**src/hdl/ced_pkg.sv**
```systemverilog
// ced_pkg: shared types, constants and vector table for the exception dispatch block
// no dependencies
package ced_pkg;

    localparam int unsigned XLEN      = 32;
    localparam int unsigned EXC_COUNT = 8;
    localparam int unsigned CODE_W    = 3;

    localparam logic [XLEN-1:0] SAVE_MASK  = 32'h87C0_FFFF;
    localparam logic [XLEN-1:0] CLEAR_MASK = 32'h0004_EF36;
    localparam logic [XLEN-1:0] TRAP_BIT   = 32'h0004_0000;
    localparam logic [XLEN-1:0] EE_BIT     = 32'h0000_8000;

    localparam int unsigned ILE_POS = 16;

    localparam logic [CODE_W-1:0] EXC_ISI   = 3'd0;
    localparam logic [CODE_W-1:0] EXC_PROG  = 3'd1;
    localparam logic [CODE_W-1:0] EXC_SC    = 3'd2;
    localparam logic [CODE_W-1:0] EXC_FPU   = 3'd3;
    localparam logic [CODE_W-1:0] EXC_DSI   = 3'd4;
    localparam logic [CODE_W-1:0] EXC_ALIGN = 3'd5;
    localparam logic [CODE_W-1:0] EXC_EXT   = 3'd6;
    localparam logic [CODE_W-1:0] EXC_DEC   = 3'd7;

    typedef struct packed {
        logic              taken;
        logic [CODE_W-1:0] code;
    } exc_sel_t;

    function automatic logic [XLEN-1:0] exc_vector(input logic [CODE_W-1:0] code);
        logic [XLEN-1:0] vec;
        unique case (code)
            EXC_ISI:   vec = 32'h8000_0400;
            EXC_PROG:  vec = 32'h8000_0700;
            EXC_SC:    vec = 32'h8000_0C00;
            EXC_FPU:   vec = 32'h8000_0800;
            EXC_DSI:   vec = 32'h8000_0300;
            EXC_ALIGN: vec = 32'h8000_0600;
            EXC_EXT:   vec = 32'h8000_0500;
            EXC_DEC:   vec = 32'h8000_0900;
            default:   vec = 32'h8000_0400;
        endcase
        return vec;
    endfunction

    // srr0 takes the next pc for these, the current pc otherwise
    function automatic logic exc_saves_next(input logic [CODE_W-1:0] code);
        logic use_next;
        case (code) inside
            EXC_ISI, EXC_SC, EXC_EXT, EXC_DEC: use_next = 1'b1;
            default:                           use_next = 1'b0;
        endcase
        return use_next;
    endfunction

endpackage

```
**src/hdl/ced_sel.sv**
```systemverilog
// ced_sel: merges raised bits into the pending mask and picks the exception by priority
// depends on ced_pkg
module ced_sel (
    input  logic [ced_pkg::EXC_COUNT-1:0] pending,
    input  logic [ced_pkg::EXC_COUNT-1:0] raise_mask,
    input  logic                          ee,
    output ced_pkg::exc_sel_t             sel,
    output logic [ced_pkg::EXC_COUNT-1:0] pending_next
);
    import ced_pkg::*;

    logic [EXC_COUNT-1:0] merged;

    always_comb
    begin
        merged    = pending | raise_mask;
        sel.taken = 1'b0;
        sel.code  = '0;
        // scan downward so the lowest set bit wins
        if (ee && merged[EXC_DEC])
        begin
            sel.taken = 1'b1;
            sel.code  = EXC_DEC;
        end
        if (ee && merged[EXC_EXT])
        begin
            sel.taken = 1'b1;
            sel.code  = EXC_EXT;
        end
        for (int i = int'(EXC_ALIGN); i >= 0; i--)
        begin
            if (merged[i[CODE_W-1:0]])
            begin
                sel.taken = 1'b1;
                sel.code  = CODE_W'(i);
            end
        end
        pending_next = merged;
        if (sel.taken)
        begin
            pending_next[sel.code] = 1'b0;
        end
    end

endmodule

```
**src/hdl/ced_entry.sv**
```systemverilog
// ced_entry: builds the new srr0, srr1, msr and next pc for the selected exception
// depends on ced_pkg
module ced_entry (
    input  ced_pkg::exc_sel_t          sel,
    input  logic [ced_pkg::XLEN-1:0]   cur_pc,
    input  logic [ced_pkg::XLEN-1:0]   next_pc,
    input  logic [ced_pkg::XLEN-1:0]   msr_in,
    input  logic [ced_pkg::XLEN-1:0]   srr0_in,
    input  logic [ced_pkg::XLEN-1:0]   srr1_in,
    output logic [ced_pkg::XLEN-1:0]   npc_new,
    output logic [ced_pkg::XLEN-1:0]   srr0_new,
    output logic [ced_pkg::XLEN-1:0]   srr1_new,
    output logic [ced_pkg::XLEN-1:0]   msr_new
);
    import ced_pkg::*;

    logic [XLEN-1:0] saved;

    always_comb
    begin
        saved    = msr_in & SAVE_MASK;
        npc_new  = next_pc;
        srr0_new = srr0_in;
        srr1_new = srr1_in;
        msr_new  = msr_in;
        if (sel.taken)
        begin
            npc_new  = exc_vector(sel.code);
            srr0_new = exc_saves_next(sel.code) ? next_pc : cur_pc;
            if (sel.code == EXC_ISI)
            begin
                srr1_new = srr1_in | saved;
            end
            else if (sel.code == EXC_PROG)
            begin
                srr1_new = saved | TRAP_BIT;
            end
            else
            begin
                srr1_new = saved;
            end
            // ile ORed into le, then the entry bits cleared
            msr_new = (msr_in | {{(XLEN-1){1'b0}}, msr_in[ILE_POS]}) & ~CLEAR_MASK;
        end
    end

endmodule

```
**src/hdl/cpu_exception_dispatch.sv**
```systemverilog
// Exception entry check, one transaction per instruction boundary. A check is accepted in
// every cycle in which the result register is empty or being read. The result is registered
// on acceptance, and a new check may enter in the same cycle the previous result is taken,
// so throughput is one check per cycle while out_ready holds. The pending mask is updated on
// acceptance, so back-to-back checks see each other's pending bits. Reset clears the pending mask.
// depends on ced_pkg, ced_sel, ced_entry
module cpu_exception_dispatch (
    input  logic                           clk,
    input  logic                           rst_n,
    input  logic                           in_valid,
    output logic                           in_ready,
    input  logic [ced_pkg::XLEN-1:0]       cur_pc,
    input  logic [ced_pkg::XLEN-1:0]       next_pc,
    input  logic [ced_pkg::XLEN-1:0]       msr_in,
    input  logic [ced_pkg::XLEN-1:0]       srr0_in,
    input  logic [ced_pkg::XLEN-1:0]       srr1_in,
    input  logic [ced_pkg::EXC_COUNT-1:0]  raise_mask,
    output logic                           out_valid,
    input  logic                           out_ready,
    output logic                           taken,
    output logic [ced_pkg::CODE_W-1:0]     exc_code,
    output logic [ced_pkg::XLEN-1:0]       npc_out,
    output logic [ced_pkg::XLEN-1:0]       srr0_out,
    output logic [ced_pkg::XLEN-1:0]       srr1_out,
    output logic [ced_pkg::XLEN-1:0]       msr_out,
    output logic [ced_pkg::EXC_COUNT-1:0]  pending_out
);
    import ced_pkg::*;

    logic [EXC_COUNT-1:0] pending_reg;
    logic [EXC_COUNT-1:0] pending_next;
    logic                 valid_reg;
    exc_sel_t             sel;
    logic                 accept;

    logic [XLEN-1:0] npc_next;
    logic [XLEN-1:0] srr0_next;
    logic [XLEN-1:0] srr1_next;
    logic [XLEN-1:0] msr_next;

    logic                 taken_reg;
    logic [CODE_W-1:0]    code_reg;
    logic [XLEN-1:0]      npc_reg;
    logic [XLEN-1:0]      srr0_reg;
    logic [XLEN-1:0]      srr1_reg;
    logic [XLEN-1:0]      msr_reg;
    logic [EXC_COUNT-1:0] pend_out_reg;

    assign in_ready = out_ready || !valid_reg;
    assign accept   = in_valid && in_ready;

    ced_sel u_sel (
        .pending      (pending_reg),
        .raise_mask   (raise_mask),
        .ee           ((msr_in & EE_BIT) != '0),
        .sel          (sel),
        .pending_next (pending_next)
    );

    ced_entry u_entry (
        .sel      (sel),
        .cur_pc   (cur_pc),
        .next_pc  (next_pc),
        .msr_in   (msr_in),
        .srr0_in  (srr0_in),
        .srr1_in  (srr1_in),
        .npc_new  (npc_next),
        .srr0_new (srr0_next),
        .srr1_new (srr1_next),
        .msr_new  (msr_next)
    );

    always_ff @(posedge clk or negedge rst_n)
    begin
        if (!rst_n)
        begin
            pending_reg <= '0;
            valid_reg   <= 1'b0;
        end
        else
        begin
            if (accept)
            begin
                pending_reg <= pending_next;
                valid_reg   <= 1'b1;
            end
            else if (out_ready)
            begin
                valid_reg <= 1'b0;
            end
        end
    end

    // result payload
    always_ff @(posedge clk)
    begin
        if (accept)
        begin
            taken_reg    <= sel.taken;
            code_reg     <= sel.code;
            npc_reg      <= npc_next;
            srr0_reg     <= srr0_next;
            srr1_reg     <= srr1_next;
            msr_reg      <= msr_next;
            pend_out_reg <= pending_next;
        end
    end

    assign out_valid   = valid_reg;
    assign taken       = taken_reg;
    assign exc_code    = code_reg;
    assign npc_out     = npc_reg;
    assign srr0_out    = srr0_reg;
    assign srr1_out    = srr1_reg;
    assign msr_out     = msr_reg;
    assign pending_out = pend_out_reg;

endmodule
```
**config.mk**
```make
export PLATFORM = sky130hd
export DESIGN_NAME = cpu_exception_dispatch
export DESIGN_NICKNAME = d
export VERILOG_FILES = /design/src/hdl/ced_pkg.sv /design/src/hdl/ced_sel.sv /design/src/hdl/ced_entry.sv /design/src/hdl/cpu_exception_dispatch.sv
export SDC_FILE = /design/constraint.sdc
export NUM_CORES = 1
export LEC_CHECK = 0
export BUFFER_PORTS_ARGS = -buffer_cell sky130_fd_sc_hd__buf_2
export CORE_AREA = 2 2 123 125
export DETAILED_ROUTE_END_ITERATION = 6
export DIE_AREA = 0 0 125 127
export GPL_TIMING_DRIVEN = 1
export PLACE_DENSITY = 0.87
export SETUP_SLACK_MARGIN = 0.3
export SLEW_MARGIN = 25
export SYNTH_ARGS = -nofsm -noshare
export SYNTH_HDL_FRONTEND = slang
export SYNTH_SLANG_ARGS = --single-unit
```
**constraint.sdc**
```tcl
create_clock -name clk -period 7.8 [get_ports clk]
set_clock_uncertainty 0.2 [all_clocks]
set_input_delay 1.17 -clock clk [delete_from_list [all_inputs] [get_ports clk]]
set_output_delay 1.17 -clock clk [all_outputs]
set_load 0.02 [all_outputs]
```
==> impl_metrics.prom <==
# TYPE chip_impl_metric gauge
chip_impl_metric{name="number_of_setup_violations_in_the_final_report",unit=""} 0
chip_impl_metric{name="hold_violations",unit=""} 0
chip_impl_metric{name="tightest_slew",unit="ns"} 0.9421
chip_impl_metric{name="cts_setup_buffers",unit=""} 0
chip_impl_metric{name="p_switching",unit="uW"} 500.8
chip_impl_info{name="clock_tree.root_cell",value="clkbuf_16"} 1
chip_impl_metric{name="postRouteAntennaNets",unit=""} 0
chip_impl_metric{name="portBuffers",unit=""} 313
chip_impl_info{name="rsz0062_at_grt",value="no"} 1
chip_impl_metric{name="cells_after_synthesis",unit=""} 389
chip_impl_metric{name="postSynthAreaPerCell",unit="sq um"} 15.70
chip_impl_metric{name="share_seq_of_total_power",unit="%"} 47.4
chip_impl_metric{name="worstPathRequired",unit="ns"} 7.86
chip_impl_metric{name="fin_hold_ws",unit="ns"} 0.3532
chip_impl_metric{name="totalWireLength",unit="microns"} 17030
chip_impl_metric{name="place_ws",unit="ns"} 3.708
chip_impl_metric{name="fillers",unit=""} 1176
chip_impl_metric{name="synth_seq_area_share",unit="%"} 72.53
chip_impl_metric{name="track_usage",unit="%"} 20.85
chip_impl_metric{name="cts.path.max_buffers",unit=""} 2
chip_impl_metric{name="share_comb_of_total_power",unit="%"} 12.8
chip_impl_info{name="critical_path_start",value="raise_mask[6]"} 1
chip_impl_metric{name="synth-edff-count",unit=""} 140
chip_impl_metric{name="routedWlPerCell",unit="microns"} 18.92
chip_impl_metric{name="floorplan.die_area",unit="sq um"} 15880
chip_impl_metric{name="maxCapViolCount",unit=""} 0
chip_impl_metric{name="timing.final.crit_share",unit="%"} 43.19
chip_impl_metric{name="worst_ir_drop_vdd",unit="mV"} 0.1330
chip_impl_metric{name="synth_fp_nets",unit=""} 564
chip_impl_metric{name="drt_first_pass_iters",unit=""} 4
chip_impl_metric{name="cell_area_after_synthesis",unit="sq um"} 6107
chip_impl_metric{name="internal_power",unit="uW"} 1508
chip_impl_metric{name="timing.max_slew.rel_slack",unit="%"} 37.19
chip_impl_metric{name="post_cts.resized_instances",unit=""} 0
chip_impl_metric{name="gp_routability_congestion",unit=""} 0.8393
chip_impl_metric{name="setup_tns",unit="ns"} 0
chip_impl_metric{name="ys_ff_latch",unit=""} 149
chip_impl_metric{name="start_util",unit="%"} 42.34
chip_impl_metric{name="clock_sinks",unit=""} 149
chip_impl_metric{name="floorplan.core_area",unit="sq um"} 14420
chip_impl_info{name="setup.worst_path.end_class",value="flop"} 1
chip_impl_metric{name="drc",unit=""} 0
chip_impl_info{name="tritoncts",value="built"} 1
chip_impl_metric{name="critPathArrivalTime",unit="ns"} 3.43
chip_impl_metric{name="routed-via-count",unit=""} 4722
chip_impl_metric{name="grt_first_pass_wirelength",unit="microns"} 25200
chip_impl_metric{name="grt_pass1_vias",unit=""} 4617
chip_impl_metric{name="fin_crit",unit="ns"} 3.369
chip_impl_metric{name="diodes",unit=""} 0
chip_impl_info{name="status",value="finished, final reports clean"} 1
chip_impl_metric{name="boundaryPins",unit=""} 314
chip_impl_metric{name="timing.critical_path.fanout_max",unit=""} 43
chip_impl_info{name="critPathLaunchType",value="input port"} 1
chip_impl_metric{name="place.detailed.hpwl",unit="microns"} 12420
chip_impl_info{name="holdCritPathClass",value="flop to flop"} 1
chip_impl_metric{name="power_density",unit="nW/um^2"} 238.9
chip_impl_info{name="timing_worst_setup_path_type",value="input port to flop"} 1
chip_impl_metric{name="synth-warning-count",unit=""} 0
chip_impl_metric{name="post_route_cells_drive_above_1_share",unit="%"} 50.70
chip_impl_metric{name="synthArstFlopShare",unit="%"} 6.040
chip_impl_metric{name="r2r_setup_slack",unit="ns"} 4.92
chip_impl_metric{name="fin_nets",unit=""} 878
chip_impl_metric{name="tritoncts.num_buffers",unit=""} 17
chip_impl_info{name="worstReg2RegEnd",value="srr1_out[3]"} 1
chip_impl_metric{name="leakagePower",unit="uW"} 0.003680
chip_impl_metric{name="dr.first_iter.drc_count",unit=""} 342
chip_impl_info{name="cp-endpoint",value="srr1_out[3]"} 1
chip_impl_metric{name="ff2ff_path_depth",unit=""} 6
chip_impl_metric{name="grt_overflow_total",unit=""} 0
chip_impl_metric{name="power_switching_share",unit="%"} 24.93
chip_impl_metric{name="distinct_cells_synth",unit=""} 42
chip_impl_metric{name="placementRows",unit=""} 44
chip_impl_metric{name="pin_count_of_the_biggest_net_entering_global_routing",unit=""} 79
chip_impl_metric{name="die_height",unit="microns"} 127
chip_impl_metric{name="syn_to_final_growth",unit="%"} 37.66
chip_impl_metric{name="antenna_found_initial",unit=""} 0
chip_impl_metric{name="timing.final.max_slew_violations",unit=""} 0
chip_impl_metric{name="htreeDepth",unit=""} 4
chip_impl_info{name="r2r-start",value="pending_reg[6]"} 1
chip_impl_metric{name="cts-hold-fix-buffers",unit=""} 0
chip_impl_metric{name="fmaxAchievable",unit="MHz"} 296.9
chip_impl_metric{name="clk_pin_slew",unit="ns"} 0.06
chip_impl_info{name="synthFlopType",value="edfxtp_1"} 1
chip_impl_metric{name="die_width",unit="microns"} 125
chip_impl_metric{name="via_per_instance_ratio",unit=""} 5.247
chip_impl_metric{name="clockPowerShare",unit="%"} 39.8
chip_impl_metric{name="worst_skew_pair.late_latency",unit="ns"} 0.41
chip_impl_metric{name="timing.final.ws_setup",unit="ns"} 4.431
[placed cells by master, fill, tap and decap left out, drive strengths merged, types with 5 or more instances in the layout]
cell	Yosys	layout
and2	50	50
nand2	5	5
a221o	32	32
buf	18	319
clkbuf	6	18
edfxtp	140	140
inv	4	7
nor2	16	16
and3	32	32
clkinv	0	6
a21oi	11	11
dfrtp	9	9
a22o	22	22
[metal layers]
| metal | global-route usage [%] | vias to the layer above | routed length (microns) |
|---|---|---|---|
| met1 | 24.12 | 2259 | 6343 |
| met4 | 8.301 | 0 | 442 |
| met5 | 0 | - | 0 |
| met2 | 36.64 | 257 | 8829 |
| met3 | 6.156 | 35 | 1413 |
| li1 | - | 2171 | - |
[how the worst min path moves through the flow]
stage	depth (start not counted)	startpoint	endpoint	slack [ns]
final	2	out_valid	out_valid	0.35
after global routing	1	pending_reg[0]	pending_reg[0]	0.38
after CTS	1	pending_reg[0]	pending_reg[0]	0.36
after detailed placement	1	pending_reg[0]	pending_reg[0]	0.34
after global placement	2	out_valid	out_valid	0.31
after floorplan	1	pending_reg[0]	pending_reg[0]	0.32
[final cells by class]
cell class | instances | area, sq um | share of cell area (%)
sequential | 149 | 4429 | 52.69
timing repair buffer | 319 | 1615 | 19.21
multi-input combinational | 212 | 1530 | 18.20
clock buffer | 18 | 429.2 | 5.105
tap | 184 | 230.2 | 2.739
clock inverter | 14 | 152.6 | 1.816
inverter | 4 | 20.02 | 0.2381
[worst max-delay path: stages]
cell	delay (ns)
buf_2	0.12
o41ai_2	0.33
buf_4	0.38
and4_1	0.24
buf_4	0.37
a21o_2	0.54
a22o_1	0.26
[power by group through the flow]
stage,registers (uW),clock network (uW),logic [uW]
floorplan,1030,0,88.4
global placement,965,0,251
detailed placement,968,0,258
CTS,952,812,258
global route,955,847,276
finish,951,799,258
[through the flow]
step           util [%]  area (sq um)  std cells  power (uW)
6_report          58.28          8407        900        2009
5_1_grt           58.28          8407        900        2079
4_1_cts           58.20          8394        899        2023
3_5_place_dp      54.16          7812        867        1226
3_3_place_gp      54.16          7812        867        1217
2_1_floorplan         -          6107        389        1120
[synth_stat cells (4+ instances only)]
cell type,count,area [sq um]
a21oi_1,11,55.05
and2_1,50,312.8
edfxtp_1,140,4204
a221o_1,32,320.3
a31oi_1,4,25.02
buf_2,11,55.05
clkbuf_1,6,22.52
buf_4,4,30.03
dfrtp_1,9,225.2
and3_1,32,200.2
nor2_1,15,56.30
nand2b_1,4,25.02
a22o_1,22,192.7
nand2_1,5,18.77
[kinds of logic after synthesis]
kind of cell	share of synthesized area [%]
muxes	0.3688
adders and majority gates	0.6147
and+or+nand+nor	12.29
buffers and inverters	2.561
DFF	72.53
other	0.06140
AOI/OAI and AO/OA	11.58
Power figures use the tool's default switching activity.
